==> src/rtl/core/mrf_pkg.sv <==
`default_nettype none

package mrf_pkg;

  // Bytes in one output report, report id included.
  localparam int REPORT_BYTES = 20;
  localparam int SLOT_W       = $clog2(REPORT_BYTES);

  localparam int LIMIT_W = 12;
  localparam int LEN_W   = 16;
  localparam int TOTAL_W = LIMIT_W + 1;
  localparam int CI_W    = 4;

  // Index of the message byte in a frame's content sequence; 0..13 are header.
  localparam logic [CI_W-1:0] CI_DATA = CI_W'(14);

  localparam logic [15:0] CODE_SINGLE = 16'hC0FF;
  localparam logic [15:0] CODE_FIRST  = 16'h4000;
  localparam logic [15:0] CODE_LAST   = 16'h80FF;

  localparam int CFG_IDX_W = 4;
  localparam logic [CFG_IDX_W-1:0] CFG_CHUNK_LIMIT = CFG_IDX_W'(0);
  localparam logic [CFG_IDX_W-1:0] CFG_RPT_TAG     = CFG_IDX_W'(1);

  localparam logic [LIMIT_W-1:0] CHUNK_LIMIT_RST = LIMIT_W'(248);
  localparam logic [7:0]         RPT_TAG_RST     = 8'h0E;

  // One classified message byte, handed from the front end to the emitter.
  typedef struct packed {
    logic [7:0]         data;
    logic               hdr;     // a frame header goes out before the data byte
    logic [TOTAL_W-1:0] total;   // frame length field: chunk bytes plus 2
    logic [15:0]        code;    // framing code
    logic               pad;     // the frame closes with this byte
    logic               mend;    // last byte of the message
  } mrf_entry_t;

  function automatic logic [7:0] content_byte(input logic [CI_W-1:0] ci,
                                              input mrf_entry_t e);
    logic [7:0] b;
    case (ci)
      4'd0:    b = 8'h73;
      4'd1:    b = 8'h79;
      4'd2:    b = 8'h6E;
      4'd3:    b = 8'h61;
      4'd4:    b = 8'h70;
      4'd5:    b = 8'h74;
      4'd6:    b = 8'h69;
      4'd7:    b = 8'h63;
      4'd8:    b = e.total[7:0];
      4'd9:    b = 8'(e.total[TOTAL_W-1:8]);
      4'd12:   b = e.code[7:0];
      4'd13:   b = e.code[15:8];
      4'd14:   b = e.data;
      default: b = 8'h00;
    endcase
    return b;
  endfunction

endpackage

`default_nettype wire

==> src/rtl/core/mrf_front.sv <==
`default_nettype none

module mrf_front
  import mrf_pkg::*;
(
  input  wire logic               clk_i,
  input  wire logic               rst_ni,
  input  wire logic [LIMIT_W-1:0] chunk_limit_i,
  input  wire logic               in_valid_i,
  output logic                    in_ready_o,
  input  wire logic [7:0]         message_byte_i,
  input  wire logic [LEN_W-1:0]   message_length_i,
  output logic                    push_o,
  output mrf_entry_t              entry_o,
  input  wire logic               push_ready_i
);

  logic [LEN_W-1:0]   bytes_left_q, bytes_left_d;
  logic               multi_q, multi_d;
  logic [LEN_W-1:0]   frame_index_q, frame_index_d;
  logic [LIMIT_W-1:0] chunk_left_q, chunk_left_d;

  logic               accept, start, drop, new_frame, bl_fits;
  logic [LIMIT_W-1:0] limit, chunk, cl_eff;
  logic [LEN_W-1:0]   bl_eff, fi_eff;
  logic [15:0]        code;

  assign in_ready_o = push_ready_i;
  assign accept     = in_valid_i && push_ready_i;
  assign start      = (bytes_left_q == '0);
  assign drop       = start && (message_length_i == '0);

  always_comb begin
    limit     = (chunk_limit_i == '0) ? LIMIT_W'(1) : chunk_limit_i;
    bl_eff    = start ? message_length_i : bytes_left_q;
    fi_eff    = start ? '0 : frame_index_q;
    cl_eff    = start ? '0 : chunk_left_q;
    multi_d   = start ? (message_length_i > LEN_W'(limit)) : multi_q;
    bl_fits   = (bl_eff <= LEN_W'(limit));
    chunk     = bl_fits ? bl_eff[LIMIT_W-1:0] : limit;
    new_frame = (cl_eff == '0);

    if (!multi_d) begin
      code = CODE_SINGLE;
    end else if (fi_eff == '0) begin
      code = CODE_FIRST;
    end else if (bl_fits) begin
      code = CODE_LAST;
    end else begin
      code = fi_eff;
    end

    chunk_left_d  = (new_frame ? chunk : cl_eff) - LIMIT_W'(1);
    bytes_left_d  = bl_eff - LEN_W'(1);
    frame_index_d = new_frame ? fi_eff + LEN_W'(1) : fi_eff;

    entry_o.data  = message_byte_i;
    entry_o.hdr   = new_frame;
    entry_o.total = {1'b0, chunk} + TOTAL_W'(2);
    entry_o.code  = code;
    entry_o.pad   = (chunk_left_d == '0);
    entry_o.mend  = (bytes_left_d == '0);
  end

  assign push_o = accept && !drop;

  always_ff @(posedge clk_i or negedge rst_ni) begin
    if (!rst_ni) begin
      bytes_left_q  <= '0;
      multi_q       <= 1'b0;
      frame_index_q <= '0;
      chunk_left_q  <= '0;
    end else if (accept && !drop) begin
      bytes_left_q  <= bytes_left_d;
      multi_q       <= multi_d;
      frame_index_q <= frame_index_d;
      chunk_left_q  <= chunk_left_d;
    end
  end

endmodule

`default_nettype wire

==> src/rtl/core/mrf_queue.sv <==
`default_nettype none

module mrf_queue
  import mrf_pkg::*;
(
  input  wire logic        clk_i,
  input  wire logic        rst_ni,
  input  wire logic        push_i,
  input  wire mrf_entry_t  entry_i,
  output logic             push_ready_o,
  output logic             head_valid_o,
  output mrf_entry_t       head_o,
  input  wire logic        pop_i
);

  mrf_entry_t mem_q [2];
  logic       wr_ptr_q, rd_ptr_q;
  logic [1:0] count_q;
  logic       do_push, do_pop;

  assign push_ready_o = (count_q != 2'd2);
  assign head_valid_o = (count_q != 2'd0);
  assign head_o       = mem_q[rd_ptr_q];
  assign do_push      = push_i && push_ready_o;
  assign do_pop       = pop_i && head_valid_o;

  always_ff @(posedge clk_i) begin
    if (do_push) begin
      mem_q[wr_ptr_q] <= entry_i;
    end
  end

  always_ff @(posedge clk_i or negedge rst_ni) begin
    if (!rst_ni) begin
      wr_ptr_q <= 1'b0;
      rd_ptr_q <= 1'b0;
      count_q  <= 2'd0;
    end else begin
      if (do_push) begin
        wr_ptr_q <= !wr_ptr_q;
      end
      if (do_pop) begin
        rd_ptr_q <= !rd_ptr_q;
      end
      if (do_push && !do_pop) begin
        count_q <= count_q + 2'd1;
      end else if (do_pop && !do_push) begin
        count_q <= count_q - 2'd1;
      end
    end
  end

endmodule

`default_nettype wire

==> src/rtl/core/mrf_back.sv <==
`default_nettype none

module mrf_back
  import mrf_pkg::*;
(
  input  wire logic        clk_i,
  input  wire logic        rst_ni,
  input  wire logic [7:0]  rpt_tag_i,
  input  wire logic        head_valid_i,
  input  wire mrf_entry_t  head_i,
  output logic             pop_o,
  output logic             out_valid_o,
  input  wire logic        out_ready_i,
  output logic [7:0]       report_byte_o,
  output logic             report_end_o,
  output logic             message_end_o,
  output logic             item_last_o
);

  localparam logic [SLOT_W-1:0] LAST_SLOT = SLOT_W'(REPORT_BYTES - 1);

  logic [SLOT_W-1:0] slot_q, slot_d;
  logic [CI_W-1:0]   ci_q, ci_d, ci_eff;
  logic              pad_q, pad_d;
  logic              valid_q;
  logic [7:0]        byte_q, byte_d;
  logic              rend_q, mend_q, last_q;
  logic              emit, closing, last;

  assign emit    = head_valid_i && (!valid_q || out_ready_i);
  assign closing = (slot_q == LAST_SLOT);
  assign ci_eff  = head_i.hdr ? ci_q : CI_DATA;

  always_comb begin
    slot_d = closing ? '0 : slot_q + SLOT_W'(1);
    ci_d   = ci_q;
    pad_d  = pad_q;
    last   = 1'b0;
    byte_d = 8'h00;
    if (pad_q) begin
      if (closing) begin
        last  = 1'b1;
        pad_d = 1'b0;
        ci_d  = '0;
      end
    end else if (slot_q == '0) begin
      // Every report opens with the id before any content byte.
      byte_d = rpt_tag_i;
    end else begin
      byte_d = content_byte(ci_eff, head_i);
      if (ci_eff != CI_DATA) begin
        ci_d = ci_q + CI_W'(1);
      end else if (head_i.pad && !closing) begin
        pad_d = 1'b1;
      end else begin
        last = 1'b1;
        ci_d = '0;
      end
    end
  end

  assign pop_o = emit && last;

  always_ff @(posedge clk_i or negedge rst_ni) begin
    if (!rst_ni) begin
      slot_q  <= '0;
      ci_q    <= '0;
      pad_q   <= 1'b0;
      valid_q <= 1'b0;
    end else begin
      if (emit) begin
        slot_q <= slot_d;
        ci_q   <= ci_d;
        pad_q  <= pad_d;
      end
      if (emit) begin
        valid_q <= 1'b1;
      end else if (out_ready_i) begin
        valid_q <= 1'b0;
      end
    end
  end

  always_ff @(posedge clk_i) begin
    if (emit) begin
      byte_q <= byte_d;
      rend_q <= closing;
      mend_q <= last && head_i.mend;
      last_q <= last;
    end
  end

  assign out_valid_o   = valid_q;
  assign report_byte_o = byte_q;
  assign report_end_o  = rend_q;
  assign message_end_o = mend_q;
  assign item_last_o   = last_q;

endmodule

`default_nettype wire

==> src/rtl/core/message_report_framer.sv <==
// Message report framer.
// Input stream (s_axis_*): one message byte per beat; the message length rides
// along and is sampled only on a message's first byte. A first byte with length
// zero is taken and dropped.
// Output stream (m_axis_*): one report byte per beat. tlast marks the byte that
// closes a 20-byte report; tuser carries the message-end and per-input-last flags.
// Configuration (cfg_*): index 0 writes chunk_limit, index 1 writes the report id.
// cfg_ready_o is always high; write only while the block is idle.
// Throughput: the output side emits one byte per cycle while the receiver is
// ready. An input byte expands into 1 to 20 output bytes (report ids, a 14-byte
// frame header at a frame's start, zero padding at its end), so the input is
// taken as fast as the emitter drains them through a two-entry queue. An input
// beat is registered in the queue and again in the output register.
// Reset clears all framing state and restores chunk_limit 248 and report id 0x0E.
// When the receiver stalls, the output register holds its beat, the emitter
// waits, the queue fills and s_axis_tready drops; nothing is lost.
`default_nettype none

module message_report_framer
  import mrf_pkg::*;
(
  input  wire logic                 clk_i,
  input  wire logic                 rst_ni,
  input  wire logic                 s_axis_tvalid,
  output logic                      s_axis_tready,
  input  wire logic [23:0]          s_axis_tdata,  // message_byte, message_length
  output logic                      m_axis_tvalid,
  input  wire logic                 m_axis_tready,
  output logic [7:0]                m_axis_tdata,  // report_byte
  output logic                      m_axis_tlast,  // report_end
  output logic [1:0]                m_axis_tuser,  // message_end, item_last
  input  wire logic                 cfg_valid_i,
  output logic                      cfg_ready_o,
  input  wire logic [CFG_IDX_W-1:0] cfg_index_i,
  input  wire logic [LIMIT_W-1:0]   cfg_data_i
);

  logic [LIMIT_W-1:0] chunk_limit_q;
  logic [7:0]         rpt_tag_q;
  logic               push, push_ready, head_valid, pop;
  mrf_entry_t         entry, head;
  logic               message_end, item_last;

  assign cfg_ready_o = 1'b1;

  always_ff @(posedge clk_i or negedge rst_ni) begin
    if (!rst_ni) begin
      chunk_limit_q <= CHUNK_LIMIT_RST;
      rpt_tag_q     <= RPT_TAG_RST;
    end else if (cfg_valid_i) begin
      case (cfg_index_i)
        CFG_CHUNK_LIMIT: chunk_limit_q <= cfg_data_i;
        CFG_RPT_TAG:     rpt_tag_q     <= cfg_data_i[7:0];
        default:         ;
      endcase
    end
  end

  mrf_front u_front (
    .clk_i            (clk_i),
    .rst_ni           (rst_ni),
    .chunk_limit_i    (chunk_limit_q),
    .in_valid_i       (s_axis_tvalid),
    .in_ready_o       (s_axis_tready),
    .message_byte_i   (s_axis_tdata[7:0]),
    .message_length_i (s_axis_tdata[23:8]),
    .push_o           (push),
    .entry_o          (entry),
    .push_ready_i     (push_ready)
  );

  mrf_queue u_queue (
    .clk_i        (clk_i),
    .rst_ni       (rst_ni),
    .push_i       (push),
    .entry_i      (entry),
    .push_ready_o (push_ready),
    .head_valid_o (head_valid),
    .head_o       (head),
    .pop_i        (pop)
  );

  mrf_back u_back (
    .clk_i         (clk_i),
    .rst_ni        (rst_ni),
    .rpt_tag_i     (rpt_tag_q),
    .head_valid_i  (head_valid),
    .head_i        (head),
    .pop_o         (pop),
    .out_valid_o   (m_axis_tvalid),
    .out_ready_i   (m_axis_tready),
    .report_byte_o (m_axis_tdata),
    .report_end_o  (m_axis_tlast),
    .message_end_o (message_end),
    .item_last_o   (item_last)
  );

  assign m_axis_tuser = {item_last, message_end};

endmodule

`default_nettype wire

==> config.mk <==
export PLATFORM = sky130hd
export DESIGN_NAME = message_report_framer
export DESIGN_NICKNAME = d
export VERILOG_FILES = /design/src/rtl/core/mrf_pkg.sv /design/src/rtl/core/mrf_front.sv /design/src/rtl/core/mrf_queue.sv /design/src/rtl/core/mrf_back.sv /design/src/rtl/core/message_report_framer.sv
export SDC_FILE = /design/constraint.sdc
export NUM_CORES = 1
export LEC_CHECK = 0
export ABC_CLOCK_PERIOD_IN_PS = 7250
export BUFFER_PORTS_ARGS = -buffer_cell sky130_fd_sc_hd__buf_2
export CORE_ASPECT_RATIO = 1.75
export CORE_MARGIN = 5
export CORE_UTILIZATION = 60
export DETAILED_ROUTE_END_ITERATION = 7
export PLACE_DENSITY = 0.77
export RECOVER_POWER = 25
export SYNTH_ARGS = -nofsm -noshare
export SYNTH_HDL_FRONTEND = slang
export SYNTH_SLANG_ARGS = --single-unit
==> constraint.sdc <==
create_clock -name clk_i -period 7.25 [get_ports clk_i]
set_input_delay 0.3625 -clock clk_i [delete_from_list [all_inputs] [get_ports clk_i]]
set_output_delay 0.3625 -clock clk_i [all_outputs]
set_load 0.05 [all_outputs]
==> flow_metrics.tcl, run 1 <==
set metrics [dict create \
    status "finished with violations" \
    failed_checks "capacitance limit, slew limit" \
    grt_max_degree 68 \
    final_hold_viol_count 0 \
    die_area_sq_um 18700 \
    ys_async_sr_fraction 0.468 \
    skew_ns 0.0148 \
    clock_latency_ns 0.43 \
    synthFlopType "edfxtp_1" \
    synth_seq_cells 171 \
    viasPerCell 6.38 \
    clk_pin_slew_ns 0.08 \
    syn_area_per_cell_sq_um 10.0 \
    htreeDepth 4 \
    grt_pass1_wl_mm 41.9 \
    min_from "s_axis_tdata[3]" \
    ant_nets 0 \
    die_h_um 177 \
    synth_edf_count 91 \
    cts_resized 0 \
    drc_errors 0 \
    final_cell_mix "nand2_1 (116), edfxtp_1 (91), o21ai_0 (79)" \
    fin_tns_setup_ns 0 \
    drtIter0Drc 621 \
    cap_violations 1 \
    max_slew_margin -1.54 \
    slew_violations 68 \
    rsz0062_at_grt "no" \
    synth_warnings 0 \
    antennaDiodeCount 0 \
    power.leakage_nw 4.15 \
    start_util 0.606 \
    dr.pass1.iters 6 \
    fin_nets 1077 \
    pin_count 59 \
    clkSinkCount 171 \
    hold_path_class "input pin to register" \
    root_buffer "clkbuf_16" \
    regToRegStartpoint "u_front.bytes_left_q[1]" \
    holdWs_ns 0.119 \
    wirelength_mm 26.7 \
    routedWlPerCell_um 22.2 \
    tightest_slew_ns 3.81 \
    fp-row-count 61 \
    start_kind "register" \
    area_delta_synth_final_pct 10.3 \
    layout_commonest_cell "nand2_1" \
    min_period_ns 5.98 \
    grtUsageTotal 0.292 \
    multiInputGateArea_sq_um 4480 \
    place_inst 1169 \
    ctsLongestPathBuffers 2 \
    arrival_ns 6.19 \
    die_w_um 106 \
    p_total_mw 4.56 \
    io_buffers 57 \
    cts_buffers 17 \
    grt_pass1_vias 7496 \
    power.density_nw_per_um2 432 \
    num_vias 7667 \
    synth_nets 1035 \
    gp_congestion 1.01 \
    filler_cell_count 1238 \
    cts_setup_buffers 0 \
    crit_fanout 18 \
    placed_cell_area_sq_um 10000 \
    grt_antenna_before_repair 0 \
    grt_overflow 0 \
    end_kind "register" \
    instances_no_fill 1202 \
    max_freq_mhz 167 \
    hpwl_mm 19.5 \
    stdcell_area_sq_um 10600 \
    worstSetupPathType "register to register" \
    worstSetupStartpoint "u_front.bytes_left_q[1]" \
    synth_seq_area_share 0.495 \
    synth.distinct_cells 74 \
    cts_tree "done" \
    layout-drive-gt1-share 0.134 \
    synthCells 958 \
    regArea_sq_um 4750 \
    worst_ep_required_time_ns 7.46 \
    report.final.setup_viol 0 \
    finalCritPeriodShare 0.825 \
    syn_area_sq_um 9580 \
    core_sq_um 15800 \
    irDropWorstVdd_uv 263 \
]
[sequential cells by signal, summed over array words and instances, names as in the netlist]
register / flops
u_front.bytes_left_q: 16
u_back.out_valid_o: 1
rpt_tag_q: 8
u_queue.wr_ptr_q: 1
u_back.slot_q: 5
u_back.pad_q: 1
u_queue.rd_ptr_q: 1
u_back.item_last_o: 1
u_queue.count_q: 2
u_front.chunk_left_q: 12
u_front.frame_index_q: 16
u_back.report_end_o: 1
chunk_limit_q: 12
u_back.message_end_o: 1
u_queue.mem_q: 80
u_back.ci_q: 4
u_back.report_byte_o: 8
u_front.multi_q: 1
[where the power goes]
part / switching [mW] / internal [mW] / total [mW]
Sequential: 0.238 / 1.44 / 1.68
Clock: 0.442 / 0.463 / 0.906
Combinational: 1.35 / 0.631 / 1.98
Total: 2.03 / 2.53 / 4.56
[cells by family after synthesis]
family	synth area share
and+or+nand+nor	0.169
AOI/OAI and AO/OA	0.169
DFF	0.495
buffers and inverters	0.0388
muxes	0.0517
xor gates and xnor gates	0.0338
adders and majority gates	0.0418
other	0.000391
[stage by stage]
stage               utilization  setup slack [ns]
finish                    0.669              1.27
global route              0.669              1.00
CTS                       0.671              1.38
detailed placement        0.633              1.43
global placement          0.633              1.52
floorplan                     -              2.67
[worst paths after layout]
check                                     endpoint  cells after the start  slack (ns)
min in group asynchronous         u_back.slot_q[4]                      2        0.51
max in group asynchronous  u_front.chunk_left_q[0]                      3        2.64
setup reg to reg               u_queue.mem_q[0][1]                     19        1.27
setup / recovery               u_queue.mem_q[0][1]                     19        1.27
hold / removal                u_queue.mem_q[0][35]                      1        0.12
hold reg to reg                 u_back.out_valid_o                      2        0.50
[Yosys cell counts (14+ instances only)]
master      n  area share
a21oi_1    67       0.035
clkbuf_1   30       0.012
dfrtp_1    72        0.19
edfxtp_1   91        0.29
ha_1       32       0.042
inv_1      45       0.018
mux2_2     20       0.024
mux2i_1    27       0.028
nand2_1   116       0.045
nand3_1    21       0.011
nand4_1    16       0.010
nor2_1     63       0.025
nor3_1     36       0.019
nor4_1     14      0.0091
o21ai_0    79       0.041
xnor2_1    24       0.022
[layout make-up]
type / count / share of cell area
Sequential cell: 171 / 0.449
Clock inverter: 15 / 0.0160
Inverter: 48 / 0.0171
Tap cell: 189 / 0.0224
Clock buffer: 17 / 0.0403
Multi-Input combinational cell: 696 / 0.425
Timing Repair Buffer: 66 / 0.0304
[critical path: stages (launching register included)]
cell	delay, ns
dfrtp_1	0.47
nor4_1	0.50
and4_1	0.63
buf_4	0.33
a21oi_1	0.22
inv_2	0.14
ha_1	0.25
and4_1	0.27
and2_1	0.17
a221oi_2	0.35
o21ai_1	0.45
o31ai_1	0.37
o21ai_1	0.14
inv_1	0.11
ha_1	0.16
inv_1	0.08
nor4_4	0.40
and3_1	0.24
o2111ai_1	0.13
a2111oi_2	0.34
[metal layers]
metal	track usage	vias to the layer above	wire, um
li1	-	3607	-
met1	0.333	3697	9710
met2	0.534	284	14400
met3	0.0332	79	1150
met4	0.151	0	1410
met5	0	-	0
[repair_timing]
action                     4_1_cts  5_1_grt
hold endpoints to repair        13        0
hold buffers                     1        0
setup endpoints to repair        0        0
Note: power is estimated with default switching activity, not from simulation.
==> inputs of run 2 (changes only) <==
ABC_CLOCK_PERIOD_IN_PS = 6200   (was 7250)
clock period = 6.2 ns   (was 7.25 ns; I/O delays follow)
==> flow_metrics.tcl, run 2 (synthesis results as in run 1) <==
set metrics [dict create \
    fin_tns_setup_ns 0 \
    htreeDepth 4 \
    worstSetupPathType "register to register" \
    end_kind "register" \
    io_buffers 57 \
    max_slew_margin -1.96 \
    start_util 0.606 \
    clk_pin_slew_ns 0.07 \
    root_buffer "clkbuf_16" \
    final_hold_viol_count 0 \
    drc_errors 0 \
    report.final.setup_viol 0 \
    rsz0062_at_grt "no" \
    regArea_sq_um 4750 \
    grt_overflow 0 \
    power.leakage_nw 4.19 \
    num_vias 7672 \
    die_w_um 106 \
    cap_violations 1 \
    fp-row-count 61 \
    gp_congestion 1.04 \
    arrival_ns 5.73 \
    max_freq_mhz 181 \
    grtUsageTotal 0.289 \
    largest_reg_flops 80 \
    slew_violations 81 \
    irDropWorstVdd_uv 270 \
    cts_tree "done" \
    ctsHoldBuffers 0 \
    routedWlPerCell_um 21.7 \
    area_delta_synth_final_pct 10.5 \
    final_cell_mix "nand2_1 (116), edfxtp_1 (91), o21ai_0 (79)" \
    power.density_nw_per_um2 502 \
    status "finished with violations" \
    tightest_slew_ns 4.44 \
    layout-drive-gt1-share 0.149 \
    hpwl_mm 19.5 \
    ctsLongestPathBuffers 2 \
    min_period_ns 5.53 \
    worst_ep_required_time_ns 6.41 \
    switching_share 0.439 \
    pin_count 59 \
    failed_checks "capacitance limit, slew limit" \
    cts_setup_buffers 0 \
    skew_ns 0.0122 \
    grt_antenna_before_repair 0 \
    cts_buffers 17 \
    die_area_sq_um 18700 \
    cts_resized 0 \
    largest-register "u_queue.mem_q" \
    viasPerCell 6.38 \
    filler_cell_count 1288 \
    pwr-share-clk 0.197 \
    core_sq_um 15800 \
    wirelength_mm 26.2 \
    finalCritPeriodShare 0.891 \
    p_int_mw 2.98 \
    clkSinkCount 171 \
    pwr-share-comb 0.435 \
    ant_nets 0 \
    grt_pass1_vias 7680 \
    hold_path_class "input pin to register" \
    utilization 0.670 \
    drtIter0Drc 607 \
    top_regs "u_queue.mem_q: 80 flops, u_front.bytes_left_q: 16 flops, u_front.frame_index_q: 16 flops" \
    grt_max_degree 81 \
    clock_latency_ns 0.43 \
    antennaDiodeCount 0 \
    fin_nets 1078 \
    start_kind "register" \
    grt_pass1_wl_mm 41.5 \
    crit_fanout 15 \
    layout_commonest_cell "nand2_1" \
    die_h_um 177 \
    seqPwrFrac 0.368 \
    switchingPower_mw 2.33 \
    multiInputGateArea_sq_um 4480 \
    dr.pass1.iters 5 \
]
run 2: worst paths after layout:
check / startpoint / to / slack [ns] / cells after the start
max in group asynchronous: rst_ni / u_queue.rd_ptr_q / 1.97 / 1
min in group asynchronous: rst_ni / u_back.slot_q[2] / 1.44 / 1
setup / recovery: u_front.bytes_left_q[1] / u_queue.mem_q[0][1] / 0.67 / 19
hold reg to reg: u_back.out_valid_o / u_back.out_valid_o / 0.49 / 2
hold / removal: s_axis_tdata[3] / u_queue.mem_q[1][35] / 0.07 / 1
setup reg to reg: u_front.bytes_left_q[1] / u_queue.mem_q[0][1] / 0.67 / 19
run 2: layout make-up:
class                           count  share of cell area
Timing Repair Buffer               67              0.0330
Clock buffer                       17              0.0402
Tap cell                          189              0.0223
Sequential cell                   171               0.449
Clock inverter                     15              0.0151
Inverter                           48              0.0170
Multi-Input combinational cell    696               0.424
run 2: power groups by stage:
stage / Sequential [mW] / Combinational (mW) / Clock, mW
3_5_place_dp: 1.97 / 2.27 / 0
2_1_floorplan: 1.98 / 1.57 / 0
4_1_cts: 1.95 / 2.29 / 1.05
6_report: 1.96 / 2.31 / 1.04
3_3_place_gp: 1.96 / 2.26 / 0
5_1_grt: 2.00 / 2.52 / 1.11
run 2: through the flow:
step           area (sq um)  hold slack, ns  instances  total power, mW  setup slack (ns)
2_1_floorplan          9580          0.0144        958             3.55              1.62
3_3_place_gp          10000           0.474       1171             4.22             0.969
5_1_grt               10600          0.0610       1203             5.63             0.242
4_1_cts               10600          0.0578       1203             5.29             0.783
3_5_place_dp          10000           0.478       1171             4.24             0.847
6_report              10600          0.0721       1203             5.31             0.674
run 2: worst max-delay path: stages, from the launching register on:
cell,delay (ns)
dfrtp_1,0.44
nor4_1,0.47
and4_1,0.70
a21oi_1,0.33
inv_2,0.15
ha_1,0.25
and4_1,0.25
and2_1,0.16
a221oi_2,0.34
o21ai_1,0.12
buf_4,0.20
o31ai_1,0.26
o21ai_1,0.12
inv_1,0.10
ha_1,0.16
inv_1,0.08
nor4_4,0.39
and3_1,0.27
o2111ai_1,0.14
a2111oi_2,0.36
run 2: per-layer routing:
| layer | GRT usage | wire (um) | up-vias |
|---|---|---|---|
| met5 | 0 | 0 | - |
| met4 | 0.191 | 1940 | 0 |
| met3 | 0.0380 | 1030 | 96 |
| met2 | 0.515 | 13600 | 291 |
| met1 | 0.320 | 9550 | 3665 |
| li1 | - | - | 3620 |
==> inputs of run 3 (changes only) <==
==> constraint.sdc (replaced) <==
create_clock -name clk_i -period 6.2 [get_ports clk_i]
set_input_delay 0.62 -clock clk_i [delete_from_list [all_inputs] [get_ports clk_i]]
set_output_delay 0.62 -clock clk_i [all_outputs]
set_load 0.05 [all_outputs]
==> flow_metrics.tcl, run 3 (synthesis results as in run 1) <==
set metrics [dict create \
    status "finished with violations" \
    failed_checks "capacitance limit, slew limit" \
    grtUsageTotal 0.289 \
    dr.pass1.iters 5 \
    die_w_um 106 \
    wirelength_mm 26.2 \
    max_slew_margin -1.96 \
    hpwl_mm 19.5 \
    place_inst 1171 \
    r2r_cells 19 \
    drtIter0Drc 606 \
    viasPerCell 6.37 \
    worstSetupPathType "register to register" \
    power.density_nw_per_um2 502 \
    final_cell_mix "nand2_1 (116), edfxtp_1 (91), o21ai_0 (79)" \
    cts_setup_buffers 0 \
    stdcell_area_sq_um 10600 \
    start_kind "register" \
    grt_pass1_wl_mm 41.5 \
    irDropWorstVdd_uv 271 \
    worstHoldEndpoint "u_queue.mem_q[1][35]" \
    cts_resized 0 \
    max_freq_mhz 181 \
    clk_pin_slew_ns 0.07 \
    ctsHoldBuffers 0 \
    top_regs "u_queue.mem_q: 80 flops, u_front.bytes_left_q: 16 flops, u_front.frame_index_q: 16 flops" \
    num_vias 7659 \
    root_buffer "clkbuf_16" \
    largest_reg_flops 80 \
    min_from "s_axis_tdata[3]" \
    routedWlPerCell_um 21.7 \
    pin_count 59 \
    clock_latency_ns 0.43 \
    hold_path_class "input pin to register" \
    worst_ep_required_time_ns 6.41 \
    layout-drive-gt1-share 0.148 \
    tightest_slew_ns 4.43 \
    fin_tns_setup_ns 0 \
    placed_cell_area_sq_um 10000 \
    clkSinkCount 171 \
    htreeDepth 4 \
    instances_no_fill 1203 \
    min_path_cells 1 \
    layout_commonest_cell "nand2_1" \
    min_period_ns 5.52 \
    cts_buffers 17 \
    fp-row-count 61 \
    r2r_slack_ns 0.68 \
    cts_tree "done" \
    grt_max_degree 81 \
    grt_pass1_vias 7680 \
    die_area_sq_um 18700 \
    core_sq_um 15800 \
    die_h_um 177 \
    area_delta_synth_final_pct 10.4 \
    finalCritPeriodShare 0.890 \
    end_kind "register" \
    power.leakage_nw 4.19 \
    io_buffers 57 \
    start_util 0.606 \
    report.final.setup_viol 0 \
    grt_overflow 0 \
    ant_nets 0 \
    antennaDiodeCount 0 \
    gp_congestion 1.04 \
    rsz0062_at_grt "no" \
    regToRegStartpoint "u_front.bytes_left_q[1]" \
    r2r_end "u_queue.mem_q[0][1]" \
    final_hold_viol_count 0 \
    cap_violations 1 \
    crit_fanout 15 \
    arrival_ns 5.72 \
    fin_nets 1078 \
    largest-register "u_queue.mem_q" \
    drc_errors 0 \
    slew_violations 81 \
    skew_ns 0.0120 \
    grt_antenna_before_repair 0 \
    ctsLongestPathBuffers 2 \
]
==> run 3: cell count changes in the layout (fill, tap and decap cells not counted) <==
| cell | change |
|---|---|
| buf_4 | -1 |
| clkbuf_1 | +1 |
==> run 3: how the worst max path moves through the flow <==
stage | startpoint | end | slack, ns | depth (start not counted)
2_1_floorplan | u_front.bytes_left_q[6] | u_queue.mem_q[0][1] | 1.62 | 20
3_3_place_gp | u_front.bytes_left_q[0] | u_queue.mem_q[0][1] | 0.97 | 19
3_5_place_dp | u_front.bytes_left_q[1] | u_queue.mem_q[0][1] | 0.85 | 19
4_1_cts | u_front.bytes_left_q[1] | u_queue.mem_q[1][1] | 0.78 | 19
5_1_grt | u_front.bytes_left_q[1] | u_queue.mem_q[0][1] | 0.24 | 19
6_report | u_front.bytes_left_q[1] | u_queue.mem_q[0][1] | 0.68 | 19
==> run 3: report_power, final <==
group / internal [mW] / switching, mW / total, mW
Sequential: 1.68 / 0.276 / 1.96
Clock: 0.539 / 0.505 / 1.04
Combinational: 0.758 / 1.55 / 2.31
Total: 2.98 / 2.33 / 5.31
==> run 3: worst max-delay path, stage by stage (launching register included) <==
cell and delay (ns):
dfrtp_1 0.44, nor4_1 0.47, and4_1 0.70, a21oi_1 0.30
inv_2 0.16, ha_1 0.26, and3_1 0.23, and2_1 0.18
a221oi_2 0.33, o21ai_1 0.12, buf_4 0.20, o31ai_1 0.26
o21ai_1 0.12, inv_1 0.10, ha_1 0.16, inv_1 0.08
nor4_4 0.39, and3_1 0.27, o2111ai_1 0.14, a2111oi_2 0.36
==> run 3: final cells by class <==
class,count,area [sq um]
Tap cell,189,236
Clock inverter,15,160
Fill cell,1290,5220
Sequential cell,171,4750
Multi-Input combinational cell,696,4480
Timing Repair Buffer,67,345
Clock buffer,17,425
Inverter,48,180
==> run 3: metal layers <==
layer | global-route usage | vias to the layer above | routed length, um
met5 | 0 | - | 0
met4 | 0.191 | 0 | 1970
met1 | 0.320 | 3654 | 9480
met3 | 0.0380 | 101 | 1090
met2 | 0.515 | 287 | 13600
li1 | - | 3617 | -
==> run 3: metrics by stage <==
stage | power (mW) | setup slack [ns] | hold slack (ns) | utilization
CTS | 5.29 | 0.783 | 0.368 | 0.671
floorplan | 3.55 | 1.62 | 0.324 | -
global placement | 4.22 | 0.969 | 0.474 | 0.634
finish | 5.31 | 0.684 | 0.383 | 0.670
detailed placement | 4.24 | 0.847 | 0.478 | 0.634
global route | 5.63 | 0.242 | 0.371 | 0.670
